`config.mk`:
```
export PLATFORM = sky130hd
export DESIGN_NAME = fpjs_ram
export DESIGN_NICKNAME = d
export VERILOG_FILES = /design/src/hw/rtl/fpjs_ram.sv
export SDC_FILE = /design/constraint.sdc
export NUM_CORES = 2
export LEC_CHECK = 0
export BUFFER_PORTS_ARGS = -buffer_cell sky130_fd_sc_hd__buf_2
export CELL_PAD_IN_SITES_DETAIL_PLACEMENT = 1
export CELL_PAD_IN_SITES_GLOBAL_PLACEMENT = 2
export CORE_MARGIN = 2
export CORE_UTILIZATION = 45
export DETAILED_ROUTE_END_ITERATION = 7
export PLACE_DENSITY_LB_ADDON = 0.1
export SYNTH_ARGS = -nofsm -noshare
export SYNTH_HDL_FRONTEND = slang
export SYNTH_SLANG_ARGS = --single-unit
export TNS_END_PERCENT = 10
```
`constraint.sdc`:
```
create_clock -name i_clk -period 4.5 [get_ports i_clk]
set_clock_uncertainty 0.05 [all_clocks]
set_input_delay 0.225 -clock i_clk [delete_from_list [all_inputs] [get_ports i_clk]]
set_output_delay 0.225 -clock i_clk [all_outputs]
set_load 0.01 [all_outputs]
```
`src/hw/rtl/fpjs_ram.sv`:
```
// Generic simple dual-port RAM with one write port and a registered read port.
`default_nettype none
module fpjs_ram #(
    parameter int WIDTH = 32,
    parameter int DEPTH = 64
) (
    input  wire logic                     i_clk,
    input  wire logic                     i_we,
    input  wire logic [$clog2(DEPTH)-1:0] i_waddr,
    input  wire logic [WIDTH-1:0]         i_wdata,
    input  wire logic [$clog2(DEPTH)-1:0] i_raddr,
    output logic      [WIDTH-1:0]         o_rdata
);

    logic [WIDTH-1:0] r_mem [DEPTH];

    always_ff @(posedge i_clk) begin
        if (i_we) begin
            r_mem[i_waddr] <= i_wdata;
        end
        o_rdata <= r_mem[i_raddr];
    end

endmodule
`default_nettype wire

```
==> results by group <==
Power
  – Sequential share of power: 52.4%
  – Final Power: 41.1 mW
  – Sw Ratio: 21.6%
  – Maximum VDD drop: 0.412 mV
  – Clock power frac: 42.3%
  – PD cells: 456 nW/um^2
  – Power Internal: 32.3 mW
  – Comb pwr share: 5.3%
  – Sw power: 8.88 mW
  – Lkg Pwr: 28.2 nW

Logic synthesis
  – Synthesized Nets: 3,370
  – Area share of the largest cell type after synthesis: 78.3%
  – Async set or reset register ratio after synthesis: 0%
  – Synthesized cell area: 78,500 um^2
  – Yosys reg bits: 2,080
  – Register area share after synthesis: 79.1%
  – Avg Cell Area, Syn: 23.6 um^2
  – Number of enable flip-flop cells after synthesis: 2,048
  – Distinct cell type count after synthesis: 34
  – Most common cell in the synthesized netlist: edfxtp_1
  – Synth warnings: 0
  – Post-Synthesis Cells: 3,324
  – Top cells by count, synth: 2,048 x edfxtp_1, 544 x mux4_2, 137 x nor2_1
  – Area contributors post-synth: edfxtp_1 78%, mux4_2 16%, mux2i_1 1.2%, dfxtp_1 0.82%, o22ai_1 0.67%
  – Post-synth top area cell: edfxtp_1
  – Top FF cell, synth: edfxtp_1

CTS
  – Resized cells post-CTS: 0
  – Clock tree sinks: 2,080
  – Root buf cell: clkbuf_16
  – CTS Buf Count: 215
  – Htree depth: 4
  – Clock Path Buffers: 3
  – Clk slew on worst S/H paths: 0.06 ns
  – Latest clock arrival within the worst-skew pair: 0.85 ns
  – CTS tree: built

Worst setup path
  – Crit Path Max Fanout: 39
  – Crit path capture type: register
  – WP data arrival: 3.76 ns
  – Worst setup path category: primary input to register
  – Kind of start point of the critical path: primary input
  – Required time of the critical path: 5.12 ns

Route
  – Total wire length: 223,000 um
  – Detail Route Antenna Nets: 0
  – Initial drt markers: 4,518
  – Via count: 37,100
  – DR pass1 iterations: 5
  – DR vias/cell: 6.02
  – WL/cell: 36.3 um
  – DRC viols: 0

Outcome
  – Outcome: finished clean

STA
  – WHS: 0.0252 ns
  – Worst-Margin Slew: 1.42 ns
  – Slew Limit Headroom: 5.04%
  – Fin crit share: 69.7%
  – Setup Viol. Count Final: 0
  – Fin crit period: 3.13 ns
  – Fmax: 319 MHz
  – RSZ-0062 raised after global routing: no
  – Slew Viols, Final: 0
  – Final hold viol count: 0
  – Setup TNS: 0 ns
  – Setup ws final: 1.37 ns

Die
  – Total Die Area: 178,000 um^2
  – FP Rows: 153
  – Initial core utilization: 45.2%
  – Core Area: 174,000 um^2
  – Die X: 422 um
  – I/O pin count: 78
  – Die Span Y: 422 um

Layout
  – Filler cell count: 14,900
  – Area taken by flip-flops and latches: 62,100 um^2
  – Final design utilization: 52.0%
  – # nets final: 3,695
  – Multi-input combinational cell area: 16,000 um^2
  – Layout cells sized above 1: 31.1%
  – Syn-to-layout area delta: 14.9%

Global route
  – Largest net degree at the start of global routing: 84
  – All-layer global routing usage: 25.3%
  – Vias in the first global route: 39,300
  – Initial antenna violation count: 12
  – First-pass GRT wire length: 313,000 um
  – Overflow after GRT: 0

Placed design
  – Worst slack, placed: 0.417 ns
  – Buffers on Ports: 77
  – Post-DP HPWL: 130,000 um
  – Gpl congestion: 0.795

Job
  – Max-cap viol count: 0

Min path
  – Type of the most critical hold path: primary input to register
## per-layer routing
metal | vias up | track usage (%) | share of wire (%)
li1 | 15000 | - | -
met5 | - | 0 | 0
met3 | 224 | 4.54 | 7.1
met2 | 1407 | 39.9 | 48
met1 | 20500 | 36.9 | 43
met4 | 0 | 6.40 | 2.2
## power groups by stage
| stage | registers, mW | logic (mW) | clock network [mW] |
|---|---|---|---|
| global route | 21.6 | 2.29 | 18.4 |
| floorplan | 21.9 | 1.04 | 0 |
| finish | 21.6 | 2.17 | 17.4 |
| global placement | 22.0 | 2.13 | 0 |
| CTS | 21.6 | 2.19 | 17.7 |
| detailed placement | 22.0 | 2.18 | 0 |
## state kept, by name, indices dropped and copies added (netlist names)
signal   cells
r_mem     2048
o_rdata     32
## logic make-up after synthesis
group                  after synthesis  synth area share (%)
buffers and inverters              182                  1.13
multiplexers                       637                  16.8
AO/OA/AOI/OAI                      202                  1.67
AND/OR/NAND/NOR                    223                  1.27
flip-flops                        2080                  79.1
## layout by cell type, fill, tap and decap left out, drive strengths merged
cell / instances
clkinvlp: 5
nor3: 7
bufinv: 13
o22ai: 84
nand2b: 8
a31oi: 1
nand4b: 1
or2: 3
mux2i: 93
or3b: 5
dlygate4sd3: 17
nand2: 26
and2: 2
a311oi: 8
clkinv: 85
inv: 9
a41o: 4
clkbuf: 290
mux4: 544
edfxtp: 2048
nor2b: 15
o221ai: 27
or3: 3
buf: 273
dfxtp: 32
nand4: 2
a22oi: 12
o32ai: 4
nand3: 5
nand3b: 5
nor2: 137
and3: 4
a21oi: 62
diode: 2
## worst max-delay path, cell delays in order
cell,delay (ns)
buf_8,0.46
buf_4,0.51
buf_4,0.30
mux4_2,0.54
mux4_2,0.59
o22ai_1,0.86
nor2_1,0.16
## path summary, 6_finish.rpt
path	cells past startpoint	to	start	slack, ns
setup / recovery	7	o_rdata[19]	i_raddr[0]	1.37
hold / removal	2	r_mem[52][24]	i_wdata[24]	0.03
setup reg to reg	4	o_rdata[19]	r_mem[15][19]	1.82
hold reg to reg	4	o_rdata[4]	r_mem[29][4]	0.77
## final cells by class
class	instances	share of cell area [%]
clock inverter	112	1.00
sequential	2080	68.9
tap	2325	3.22
antenna	2	0.00555
timing repair buffer	290	2.52
clock buffer	290	6.65
multi-input combinational	1062	17.7
## per-stage QoR
stage / std cells / instance area [um^2]
after floorplan: 3324 / 78500
after global placement: 5740 / 83100
after detailed placement: 5740 / 83100
after CTS: 6159 / 90200
after global routing: 6160 / 90200
final: 6161 / 90200
## timing repair
item                                   in CTS  in global routing
setup buffers                               0                  0
hold buffers                               17                  0
endpoints found under the hold margin     262                  0
Note: power is estimated with default switching activity, not from simulation.
